[config.mk]
export PLATFORM = sky130hd
export DESIGN_NAME = calendar_date_to_unix_seconds_unit
export DESIGN_NICKNAME = d
export VERILOG_FILES = /design/src/cdtu_pkg.sv /design/src/cdtu_seq.sv /design/src/cdtu_datapath.sv /design/src/calendar_date_to_unix_seconds_unit.sv
export VERILOG_INCLUDE_DIRS = /design/src /design/src/src
export SDC_FILE = /design/constraint.sdc
export NUM_CORES = 1
export LEC_CHECK = 0
export ABC_AREA = 1
export BUFFER_PORTS_ARGS = -buffer_cell sky130_fd_sc_hd__buf_2
export CAP_MARGIN = 20
export CORE_MARGIN = 5
export CORE_UTILIZATION = 41
export DETAILED_ROUTE_END_ITERATION = 10
export GPL_ROUTABILITY_DRIVEN = 0
export MAX_ROUTING_LAYER = met4
export PLACE_DENSITY_LB_ADDON = 0.1
export SYNTH_ARGS = -nofsm -noshare
export SYNTH_HDL_FRONTEND = slang
export SYNTH_HIERARCHICAL = 1
export SYNTH_SLANG_ARGS = --single-unit
[constraint.sdc]
create_clock -name clk_i -period 9.8 [get_ports clk_i]
set_clock_uncertainty 0.15 [all_clocks]
set_input_delay 0.98 -clock clk_i [delete_from_list [all_inputs] [get_ports clk_i]]
set_output_delay 0.98 -clock clk_i [all_outputs]
set_load 0.02 [all_outputs]
[src/calendar_date_to_unix_seconds_unit_macros.svh]
// ----------------------------------------------------------------------------
// calendar date to unix seconds: assertion macros
// Concurrent assertion wrappers on clk_i, empty in synthesis builds.
// ----------------------------------------------------------------------------
`ifndef CALENDAR_DATE_TO_UNIX_SECONDS_UNIT_MACROS_SVH
`define CALENDAR_DATE_TO_UNIX_SECONDS_UNIT_MACROS_SVH

`ifndef SYNTHESIS
// checked outside reset
`define CDTU_ASSERT(label, prop, msg) \
  label: assert property (@(posedge clk_i) disable iff (!rst_ni) prop) else $error(msg);
// checked on every edge, reset included
`define CDTU_ASSERT_ALWAYS(label, prop, msg) \
  label: assert property (@(posedge clk_i) prop) else $error(msg);
`else
`define CDTU_ASSERT(label, prop, msg)
`define CDTU_ASSERT_ALWAYS(label, prop, msg)
`endif

`endif

[src/cdtu_pkg.sv]
// ----------------------------------------------------------------------------
// cdtu_pkg
// Types, constants and calendar tables shared by the date conversion unit.
// ----------------------------------------------------------------------------
`timescale 1ns / 1ps

package cdtu_pkg;

  localparam int unsigned YearW = 14;
  localparam int unsigned MonthW = 4;
  localparam int unsigned DayW = 5;
  localparam int unsigned HoursW = 5;
  localparam int unsigned MinutesW = 6;
  localparam int unsigned SecondsW = 6;
  localparam int unsigned ResultW = 38;
  localparam int unsigned QuotW = 8;
  localparam int unsigned ProdW = 27;
  localparam int unsigned RecipShift = 19;

  localparam logic [YearW-1:0] EpochYear = 14'd1970;
  localparam logic [12:0] Recip100 = 13'd5243;  // ceil(2^19 / 100)
  localparam logic [ResultW-1:0] DaysPerYear = 38'd365;
  localparam logic [ResultW-1:0] LeapsBeforeEpoch = 38'd477;  // leap years in 1..1969
  localparam logic [ResultW-1:0] SecsPerHour = 38'd3600;
  localparam logic [ResultW-1:0] SecsPerMinute = 38'd60;

  typedef enum logic [4:0] {
    ST_IDLE,
    ST_YEARS,
    ST_LEAP4,
    ST_LEAP100,
    ST_LEAP400,
    ST_EPOCH,
    ST_MONTH,
    ST_DAY,
    ST_MUL16,
    ST_MUL14,
    ST_MUL12,
    ST_MUL8,
    ST_MUL7,
    ST_HOURS,
    ST_MINUTES,
    ST_SECONDS,
    ST_DONE
  } step_e;

  typedef struct packed {
    step_e step;
    logic  load;
    logic  finish;
  } ctrl_t;

  function automatic logic month_bad(input logic [MonthW-1:0] month);
    month_bad = (month == 4'd0) || (month > 4'd12);
  endfunction

  // days in the whole months before the given one, common year
  function automatic logic [8:0] days_before_month(input logic [MonthW-1:0] month);
    logic [8:0] d;
    unique case (month)
      4'd1:    d = 9'd0;
      4'd2:    d = 9'd31;
      4'd3:    d = 9'd59;
      4'd4:    d = 9'd90;
      4'd5:    d = 9'd120;
      4'd6:    d = 9'd151;
      4'd7:    d = 9'd181;
      4'd8:    d = 9'd212;
      4'd9:    d = 9'd243;
      4'd10:   d = 9'd273;
      4'd11:   d = 9'd304;
      4'd12:   d = 9'd334;
      default: d = 9'd0;
    endcase
    days_before_month = d;
  endfunction

endpackage

[src/cdtu_seq.sv]
// ----------------------------------------------------------------------------
// cdtu_seq
// Step sequencer driving the shared accumulator, one term per cycle.
// ----------------------------------------------------------------------------
`timescale 1ns / 1ps

module cdtu_seq (
  input  logic           clk_i,
  input  logic           rst_ni,
  input  logic           in_valid_i,
  input  logic           bad_month_i,
  input  logic           out_free_i,
  output cdtu_pkg::ctrl_t ctrl_o
);
  import cdtu_pkg::*;

  step_e state_q, state_d;

  always_comb begin
    state_d = state_q;
    unique case (state_q)
      ST_IDLE: begin
        if (in_valid_i) begin
          state_d = bad_month_i ? ST_DONE : ST_YEARS;
        end
      end
      ST_YEARS:   state_d = ST_LEAP4;
      ST_LEAP4:   state_d = ST_LEAP100;
      ST_LEAP100: state_d = ST_LEAP400;
      ST_LEAP400: state_d = ST_EPOCH;
      ST_EPOCH:   state_d = ST_MONTH;
      ST_MONTH:   state_d = ST_DAY;
      ST_DAY:     state_d = ST_MUL16;
      ST_MUL16:   state_d = ST_MUL14;
      ST_MUL14:   state_d = ST_MUL12;
      ST_MUL12:   state_d = ST_MUL8;
      ST_MUL8:    state_d = ST_MUL7;
      ST_MUL7:    state_d = ST_HOURS;
      ST_HOURS:   state_d = ST_MINUTES;
      ST_MINUTES: state_d = ST_SECONDS;
      ST_SECONDS: state_d = ST_DONE;
      ST_DONE: begin
        if (out_free_i) begin
          state_d = ST_IDLE;
        end
      end
      default:    state_d = ST_IDLE;
    endcase
  end

  always_comb begin
    ctrl_o.step   = state_q;
    ctrl_o.load   = (state_q == ST_IDLE) && in_valid_i;
    ctrl_o.finish = (state_q == ST_DONE) && out_free_i;
  end

  always_ff @(posedge clk_i or negedge rst_ni) begin
    if (!rst_ni) begin
      state_q <= ST_IDLE;
    end else begin
      state_q <= state_d;
    end
  end

endmodule

[src/cdtu_datapath.sv]
// ----------------------------------------------------------------------------
// cdtu_datapath
// Request registers, shared add/subtract accumulator and the divide-by-100
// reciprocal multiplier used for the leap year count.
// ----------------------------------------------------------------------------
`timescale 1ns / 1ps

module cdtu_datapath (
  input  logic                               clk_i,
  input  logic                               rst_ni,
  input  cdtu_pkg::ctrl_t                    ctrl_i,
  input  logic [cdtu_pkg::YearW-1:0]         year_i,
  input  logic [cdtu_pkg::MonthW-1:0]        month_i,
  input  logic [cdtu_pkg::DayW-1:0]          day_i,
  input  logic [cdtu_pkg::HoursW-1:0]        hours_i,
  input  logic [cdtu_pkg::MinutesW-1:0]      minutes_i,
  input  logic [cdtu_pkg::SecondsW-1:0]      seconds_i,
  input  logic                               bad_month_i,
  output logic [cdtu_pkg::ResultW-1:0]       result_o,
  output logic                               error_o
);
  import cdtu_pkg::*;

  logic [YearW-1:0]    year_q;
  logic [MonthW-1:0]   month_q;
  logic [DayW-1:0]     day_q;
  logic [HoursW-1:0]   hours_q;
  logic [MinutesW-1:0] minutes_q;
  logic [SecondsW-1:0] seconds_q;
  logic                err_q;

  logic [ResultW-1:0]  acc_q, acc_d;
  logic [ResultW-1:0]  days_q;
  logic [QuotW-1:0]    qn_q, qy_q;

  logic [ResultW-1:0]  acc_in;
  logic [ResultW-1:0]  operand;
  logic                sub;
  logic                acc_en;

  logic                after_epoch;
  logic [YearW-1:0]    nyears;
  logic [YearW-1:0]    prev_year;
  logic [YearW-1:0]    mul_in;
  logic [ProdW-1:0]    prod;
  logic                century;
  logic                leap;
  logic [8:0]          month_days;

  assign after_epoch = year_q > EpochYear;
  assign nyears      = year_q - EpochYear;
  assign prev_year   = year_q - 14'd1;

  // floor(x / 100) by reciprocal, exact over the whole 14-bit range
  assign mul_in = (ctrl_i.step == ST_YEARS) ? prev_year : year_q;
  assign prod   = ProdW'(mul_in) * ProdW'(Recip100);

  // a century year is one where the hundreds count steps up
  assign century    = (qy_q != qn_q);
  assign leap       = (year_q[1:0] == 2'd0) && (!century || (qy_q[1:0] == 2'd0));
  assign month_days = days_before_month(month_q) + 9'((leap && (month_q >= 4'd3)) ? 1 : 0);

  always_comb begin
    operand = '0;
    sub     = 1'b0;
    acc_en  = 1'b1;
    acc_in  = acc_q;
    unique case (ctrl_i.step)
      ST_YEARS:   operand = after_epoch ? ResultW'(nyears) * DaysPerYear : '0;
      ST_LEAP4:   operand = after_epoch ? ResultW'(prev_year[YearW-1:2]) : '0;
      ST_LEAP100: begin
        operand = after_epoch ? ResultW'(qn_q) : '0;
        sub     = 1'b1;
      end
      ST_LEAP400: operand = after_epoch ? ResultW'(qn_q[QuotW-1:2]) : '0;
      ST_EPOCH: begin
        operand = after_epoch ? LeapsBeforeEpoch : '0;
        sub     = 1'b1;
      end
      ST_MONTH:   operand = ResultW'(month_days);
      ST_DAY:     operand = ResultW'(day_q) - 38'd1;
      // days * 86400 as a sum of five shifted copies
      ST_MUL16: begin
        acc_in  = '0;
        operand = days_q << 16;
      end
      ST_MUL14:   operand = days_q << 14;
      ST_MUL12:   operand = days_q << 12;
      ST_MUL8:    operand = days_q << 8;
      ST_MUL7:    operand = days_q << 7;
      ST_HOURS:   operand = ResultW'(hours_q) * SecsPerHour;
      ST_MINUTES: operand = ResultW'(minutes_q) * SecsPerMinute;
      ST_SECONDS: operand = ResultW'(seconds_q);
      ST_IDLE,
      ST_DONE:    acc_en = 1'b0;
      default:    acc_en = 1'b0;
    endcase
  end

  // subtract by inverting the operand with the carry in
  assign acc_d = acc_in + (operand ^ {ResultW{sub}}) + ResultW'(sub);

  always_ff @(posedge clk_i) begin
    if (ctrl_i.load) begin
      year_q    <= year_i;
      month_q   <= month_i;
      day_q     <= day_i;
      hours_q   <= hours_i;
      minutes_q <= minutes_i;
      seconds_q <= seconds_i;
    end
    if (ctrl_i.step == ST_YEARS) begin
      qn_q <= prod[ProdW-1:RecipShift];
    end
    if (ctrl_i.step == ST_LEAP4) begin
      qy_q <= prod[ProdW-1:RecipShift];
    end
    if (ctrl_i.step == ST_DAY) begin
      days_q <= acc_d;
    end
  end

  always_ff @(posedge clk_i or negedge rst_ni) begin
    if (!rst_ni) begin
      acc_q <= '0;
      err_q <= 1'b0;
    end else if (ctrl_i.load) begin
      acc_q <= '0;
      err_q <= bad_month_i;
    end else if (acc_en) begin
      acc_q <= acc_d;
    end
  end

  assign result_o = acc_q;
  assign error_o  = err_q;

endmodule

[src/calendar_date_to_unix_seconds_unit.sv]
// ----------------------------------------------------------------------------
// calendar_date_to_unix_seconds_unit
// Converts a Gregorian UTC date and time of day in 1970 or later into seconds since 1970-01-01.
// ----------------------------------------------------------------------------
//  channel  direction  handshake                 payload
//  in       request    in_valid_i / in_stall_o   year, month, day, hours, minutes, seconds
//  out      result     out_valid_o / out_stall_i unix_seconds, input_error
//
//  a new request is stalled until the last one finishes; its 15 terms are summed
//  one per cycle through the single shared accumulator
//  a bad month skips the sum
//  the result sits in an output register, so a new request is taken while it waits
//  a stalled output holds the sequencer in its last step until the register frees
//  reset clears the sequencer, the accumulator and the output valid
// ----------------------------------------------------------------------------
`timescale 1ns / 1ps
`include "calendar_date_to_unix_seconds_unit_macros.svh"

module calendar_date_to_unix_seconds_unit (
  input  logic                               clk_i,
  input  logic                               rst_ni,
  input  logic                               in_valid_i,
  output logic                               in_stall_o,
  input  logic [cdtu_pkg::YearW-1:0]         year_i,
  input  logic [cdtu_pkg::MonthW-1:0]        month_i,
  input  logic [cdtu_pkg::DayW-1:0]          day_i,
  input  logic [cdtu_pkg::HoursW-1:0]        hours_i,
  input  logic [cdtu_pkg::MinutesW-1:0]      minutes_i,
  input  logic [cdtu_pkg::SecondsW-1:0]      seconds_i,
  output logic                               out_valid_o,
  input  logic                               out_stall_i,
  output logic [cdtu_pkg::ResultW-1:0]       unix_seconds_o,
  output logic                               input_error_o
);
  import cdtu_pkg::*;

  ctrl_t              ctrl;
  logic               bad_month;
  logic               out_free;
  logic [ResultW-1:0] acc;
  logic               err;

  logic               out_valid_q;
  logic [ResultW-1:0] unix_seconds_q;
  logic               input_error_q;

  assign bad_month  = month_bad(month_i);
  assign out_free   = !out_valid_q || !out_stall_i;
  assign in_stall_o = (ctrl.step != ST_IDLE);

  cdtu_seq u_seq (
    .clk_i       (clk_i),
    .rst_ni      (rst_ni),
    .in_valid_i  (in_valid_i),
    .bad_month_i (bad_month),
    .out_free_i  (out_free),
    .ctrl_o      (ctrl)
  );

  cdtu_datapath u_datapath (
    .clk_i       (clk_i),
    .rst_ni      (rst_ni),
    .ctrl_i      (ctrl),
    .year_i      (year_i),
    .month_i     (month_i),
    .day_i       (day_i),
    .hours_i     (hours_i),
    .minutes_i   (minutes_i),
    .seconds_i   (seconds_i),
    .bad_month_i (bad_month),
    .result_o    (acc),
    .error_o     (err)
  );

  always_ff @(posedge clk_i or negedge rst_ni) begin
    if (!rst_ni) begin
      out_valid_q <= 1'b0;
    end else if (ctrl.finish) begin
      out_valid_q <= 1'b1;
    end else if (!out_stall_i) begin
      out_valid_q <= 1'b0;
    end
  end

  always_ff @(posedge clk_i) begin
    if (ctrl.finish) begin
      unix_seconds_q <= acc;
      input_error_q  <= err;
    end
  end

  assign out_valid_o    = out_valid_q;
  assign unix_seconds_o = unix_seconds_q;
  assign input_error_o  = input_error_q;

  `CDTU_ASSERT(a_err_result_zero, out_valid_o && input_error_o |-> unix_seconds_o == '0, "error result not zero")
  `CDTU_ASSERT(a_bad_month_skips, in_valid_i && !in_stall_o && bad_month |=> ctrl.step == ST_DONE, "bad month did not skip the sum")
  `CDTU_ASSERT(a_accept_busy, in_valid_i && !in_stall_o |=> in_stall_o, "request accepted while sequencer idle after accept")
  `CDTU_ASSERT_ALWAYS(a_load_from_done, ctrl.finish |-> ctrl.step == ST_DONE && out_free, "result loaded outside the final step")

endmodule

* Yosys cells after proc, flatten, opt, wreduce, memory -nomap -nowiden
Memory sizes are Yosys's and may differ from the RTL's. A register that Yosys moved wholly into a read port is not among the register bits. Cells that the tools add are included.
Cells by class: reduce and logical (&&, ||, !) cells 19, equal/unequal tests 20, add/sub/neg operators 6, muxes and demuxes 20, $mul 4, bitwise logic cells 1, magnitude comparators 3
Operator list (count):
- $pmux W38 S15 | 1
- $mux W38 | 3
- $pmux W5 S17 | 1
- $eq A5 B4 Y1 const B | 8
- $add A38 B1 Y38 | 1
- $add A38 B38 Y38 | 1
- $xor A38 B38 Y38 | 1
- $mul A14 B13 Y27 const B | 1
- $mul A14 B9 Y23 const B | 1
- $mux W23 | 1
- $eq A5 B3 Y1 const B | 4
- $mux W5 | 3
- $reduce_or A15 Y1 | 1
- $gt A14 B11 Y1 const B | 1
- $mux W14 | 1
- $sub A14 B1 Y14 const B | 1
- $sub A14 B11 Y14 const B | 1
- $mul A5 B8 Y13 const B | 1
- $mux W12 | 1
- $eq A5 B2 Y1 const B | 2
- $mul A6 B4 Y10 const B | 1
- $add A9 B9 Y9 | 1
- $mux W9 | 1
- $mux W8 | 1
- other kinds (21) | 34
Word-level totals: bits of input ports 44, register bits 171, memories kept 1, logic and storage cells 89, memory bits (read-only) 144
Memories:
- (no name shown) | words 16, bits a word 9, read ports 1, clocked after memory_dff 1, write ports 0, line cdtu_pkg.sv:60 | unique case (month)

* Depth between registers and ports, before layout
depth after elaboration 13, depth in mapped cells 41

* Modules after synthesis
Netlist, hierarchy kept.
By module, submodules not included:
- cdtu_datapath | area an instance 16652.2 um^2, times used 1, cells each 2057
- calendar_date_to_unix_seconds_unit | area an instance 1260.0 um^2, times used 1, cells each 56
- cdtu_seq | area an instance 434.2 um^2, times used 1, cells each 63

* Worst setup path before layout
OpenSTA, ideal clock, no wires.
path kind reg-to-reg, start register u_datapath.year_q[1], end register u_datapath.days_q[28], data pin, setup slack 2.830 ns, buffers on the path 0, period minus slack after synthesis 6.970 ns, cell stages (with the launch flop) 33, data required time 9.395 ns, library setup time 0.255 ns, arrival 6.565 ns, cells stage by stage edfxtp_1 -> inv_1 -> ha_1 -> nand2_1 -> nand3_1 -> nand2_1 -> nand3_1 -> nand2_1 -> xor2_1 -> inv_1 -> ha_1 -> inv_1 -> fa_1 -> inv_1 -> fa_1 -> inv_1 -> fa_1 -> inv_1 -> ha_1 -> inv_1 -> nor3_1 -> nand3_1 -> o2111ai_1 -> a21oi_1 -> or4_1 -> ha_1 -> a21o_1 -> a31oi_1 -> o211ai_1 -> a21oi_1 -> o21ai_0 -> or2_2 -> and2_1
Between the ends: cells in the longest elaborated chain, start to end 9, elaborated cells on any way between the ends 18, classes of those cells add/sub (5); mul (1); order compare (1); mux (7); bitwise (1); reduce/logical (3)
Ends and longest elaborated chain:
- from (decl) | line cdtu_datapath.sv:24 | logic [YearW-1:0] year_q;
- from (signal assigned) | line cdtu_datapath.sv:105 | year_q <= year_i;
- parallel branches: the longest is 5 deep, another holds $mul A14 B9 Y23
- $pmux W38 S15 (*) | line cdtu_datapath.sv:68 | unique case (ctrl_i.step)
- $xor A38 B38 Y38 (*) | line cdtu_datapath.sv:101 | assign acc_d = acc_in + (operand ^ {ResultW{sub}}) + ResultW'(sub);
- $add A38 B38 Y38 (*) | line cdtu_datapath.sv:101
- $add A38 B1 Y38 (*) | line cdtu_datapath.sv:101
- named net u_datapath.acc_d[28] | line cdtu_datapath.sv:32 | logic [ResultW-1:0] acc_q, acc_d;
- to (signal assigned) | line cdtu_datapath.sv:119 | days_q <= acc_d;
- to (decl) | line cdtu_datapath.sv:33 | logic [ResultW-1:0] days_q;
Mark *: on every way through the listed nets, which the timed path passes. A chain may end at the register's enable or synchronous reset.

* Worst setup path after layout
start register u_datapath.year_q[1], end register u_datapath.acc_q[35], in the netlist u_datapath/result_o[35]
Between the ends: cells in the longest elaborated chain, start to end 11, elaborated cells on any way between the ends 20, classes of those cells add/sub (5); mul (1); order compare (1); mux (9); bitwise (1); reduce/logical (3)
Ends and longest elaborated chain:
- parallel branches: the longest is 5 deep, another holds $mul A14 B9 Y23
- $pmux W38 S15 (*) | line cdtu_datapath.sv:68
- $xor A38 B38 Y38 (*) | line cdtu_datapath.sv:101
- $add A38 B38 Y38 (*) | line cdtu_datapath.sv:101
- $add A38 B1 Y38 (*) | line cdtu_datapath.sv:101
- $mux W38 (*) | line cdtu_datapath.sv:130 | end else if (acc_en) begin
- $mux W38 (*) | line cdtu_datapath.sv:127 | end else if (ctrl_i.load) begin
- to (signal assigned) | line cdtu_datapath.sv:125 | acc_q <= '0;
- to (signal assigned) | line cdtu_datapath.sv:128 | acc_q <= '0;
- to (signal assigned) | line cdtu_datapath.sv:131 | acc_q <= acc_d;
- to (decl) | line cdtu_datapath.sv:32
Every way passes the cells marked *. The select of a mux whose other input is x is not followed.

==> run metrics <==
status=finished, final reports clean; ANT cells=0; first-pass GRT wire length=81200 um; HP Start=u_datapath/result_o[16]; slew margin rel.=31.8%; RR Endpoint=u_datapath/result_o[35]; Initial DRT Pass Iterations=7; CTS tree=built; CP max stage delay=0.53 ns; Compound-Gate Fraction of Synth Area=12.9%; DRC=0; Top Ports=85; clk root buf=clkbuf_16; CORE AREA=0.0442 mm^2; hold depth=0; period utilization=80.1%; startpoint type of the worst setup path=flop; crit path buf inv count=7; vias in the first global route=15147; Die X=222 um; CP top delay family=adder cells; fraction of registers with async set/reset=25.0%; Syn Inst Count=2176; Seq. cell area=0.00509 mm^2; Post-CTS Hold Fix Bufs=0; Synth Area in Adders=28.3%; hold endpoint=unix_seconds_o[16]; Iteration-0 DRC Markers=1008; DR vias/cell=5.24; clock buffer depth=2; final antenna-violating net count=0; Core Util, Final=45.4%; largest net degree at the start of global routing=49; Clk Latency, worst-skew pair=0.48 ns; crit path max-delay cell type=fa_1; syn_area_per_cell=8.43 um^2; gr ovfl total=0; fmax=0.127 GHz; most common cell after layout, fill and taps aside=inv_1; Yosys cell types=66; total track usage=21.4%; Tmin final=7.85 ns; nets=2649; antenna violations before repair=0; mux contribution to synthesized area=0%; Clk pin slew, worst setup/hold paths=0.07 ns; worst reg2reg startpoint=u_datapath/year_q[1]; total number of vias=15004; H-tree depth=4; Max-Cap Viols=0; Crit Path Category=flop to flop; Pins Over Slew Limit=0; Hold Violations, Final=0; Yosys warnings=6; register area share after synthesis=27.7%; Syn-to-layout area delta=9.36%; multi-input logic area=0.0114 mm^2; Netlist Area Pre-Place=0.0183 mm^2; setup TNS=0 ns; R2R cell count=36; Post-Synth Simple-Gate Area=16.6%; Die Y=222 um; die area=0.0491 mm^2; Critical Path Fanout Max=7; Worst-Margin Slew=1.02 ns; Worst Hold Class=flop to flop; WP data arrival=8.06 ns; reg-to-reg setup timing slack=1.95 ns; combinational family with the most area after synthesis=adder cells; fillers=4421; Worst setup EP type=flop; Setup Viol. Count Final=0; RSZ-0062 raised after global routing=false; crit-path most repeated cell=inv_1; critical path required time=10.01 ns; post_cts resized=0; DP Wirelength=42200 um; layout cells sized above 1=9.78%; EDFF count, synth=126; prevailing post-synth register cell=edfxtp_1; drt wl/cell=17.7 um; Setup Buffers After CTS=0; commonest cells after routing, fill and taps aside=443 x inv_1, 283 x nand2_1, 234 x ha_1, 185 x nor2_1, 126 x edfxtp_1; total clock sinks=180; flops & latches, synth=180; Post-Synth XOR/XNOR Area=4.04%; Post-Syn Nets=2567; WHS=0.297 ns; CTS buffer count=17; Initial Util=41.5%; DRT Wirelength=50800 um; number of port buffers=84; row cnt=77
metrics by stage:
step,instance area (um^2),setup WS (ns),cells
global route,20100,1.29,2863
finish,20100,1.95,2863
floorplan,18300,2.83,2176
CTS,20000,1.94,2862
detailed placement,19500,1.95,2830
global placement,19500,2.16,2830
cell families after synthesis:
family,Yosys count
XOR/XNOR,82
adder cells (fa/ha/maj),347
AND/OR/NAND/NOR,679
buffers and inverters,497
AO/OA/AOI/OAI,391
flip-flops,180
registers in the layout, indices dropped and copies added (netlist names), named ones only:
| signal | flops |
|---|---|
| input_error_o | 1 |
| out_valid_o | 1 |
| u_datapath/day_q | 5 |
| u_datapath/days_q | 31 |
| u_datapath/error_o | 1 |
| u_datapath/hours_q | 5 |
| u_datapath/minutes_q | 6 |
| u_datapath/month_q | 4 |
| u_datapath/qn_q | 8 |
| u_datapath/qy_q | 8 |
| u_datapath/result_o | 38 |
| u_datapath/seconds_q | 6 |
| u_datapath/year_q | 14 |
| u_seq/state_q | 5 |
| unix_seconds_o | 38 |
worst max path at each step:
stage | start | endpoint | cells past startpoint
floorplan | u_datapath/year_q[1] | u_datapath/days_q[28] | 32
global placement | u_datapath/year_q[1] | u_datapath/result_o[35] | 36
detailed placement | u_datapath/year_q[1] | u_datapath/result_o[35] | 36
CTS | u_datapath/year_q[1] | u_datapath/result_o[35] | 36
global route | u_datapath/year_q[1] | u_datapath/days_q[24] | 34
finish | u_datapath/year_q[1] | u_datapath/result_o[35] | 36
cell usage after synthesis, drive strengths merged (38+ instances only):
cell type	instances	area [um^2]
ha	234	2930
inv	459	1730
nor2	206	848
nand3	80	433
fa	113	2260
o22ai	38	238
xor2	65	592
a21oi	116	599
o21ai	126	642
dfrtp	45	1130
edfxtp	126	3780
nand2	310	1250
metal layers:
layer	global-route usage [%]	share of wire (%)	vias up	wire (um)
met5	-	0	-	0
met4	8.09	3.1	0	1570
met3	3.28	4.2	71	2150
met2	35.7	49	357	25100
met1	26.4	43	7211	22000
li1	-	-	7365	-
area by class of cell:
class / instances / share of cell area [%]
clock buffers: 19 / 2.16
clock inverters: 13 / 0.755
inverters: 461 / 8.64
multi-input cells: 1499 / 56.7
flip-flops and latches: 180 / 25.4
well taps: 592 / 3.69
repair buffers: 99 / 2.72
Power is not shown: default switching activity piles up to over one toggle a cycle in this logic, so the estimate is an artifact.
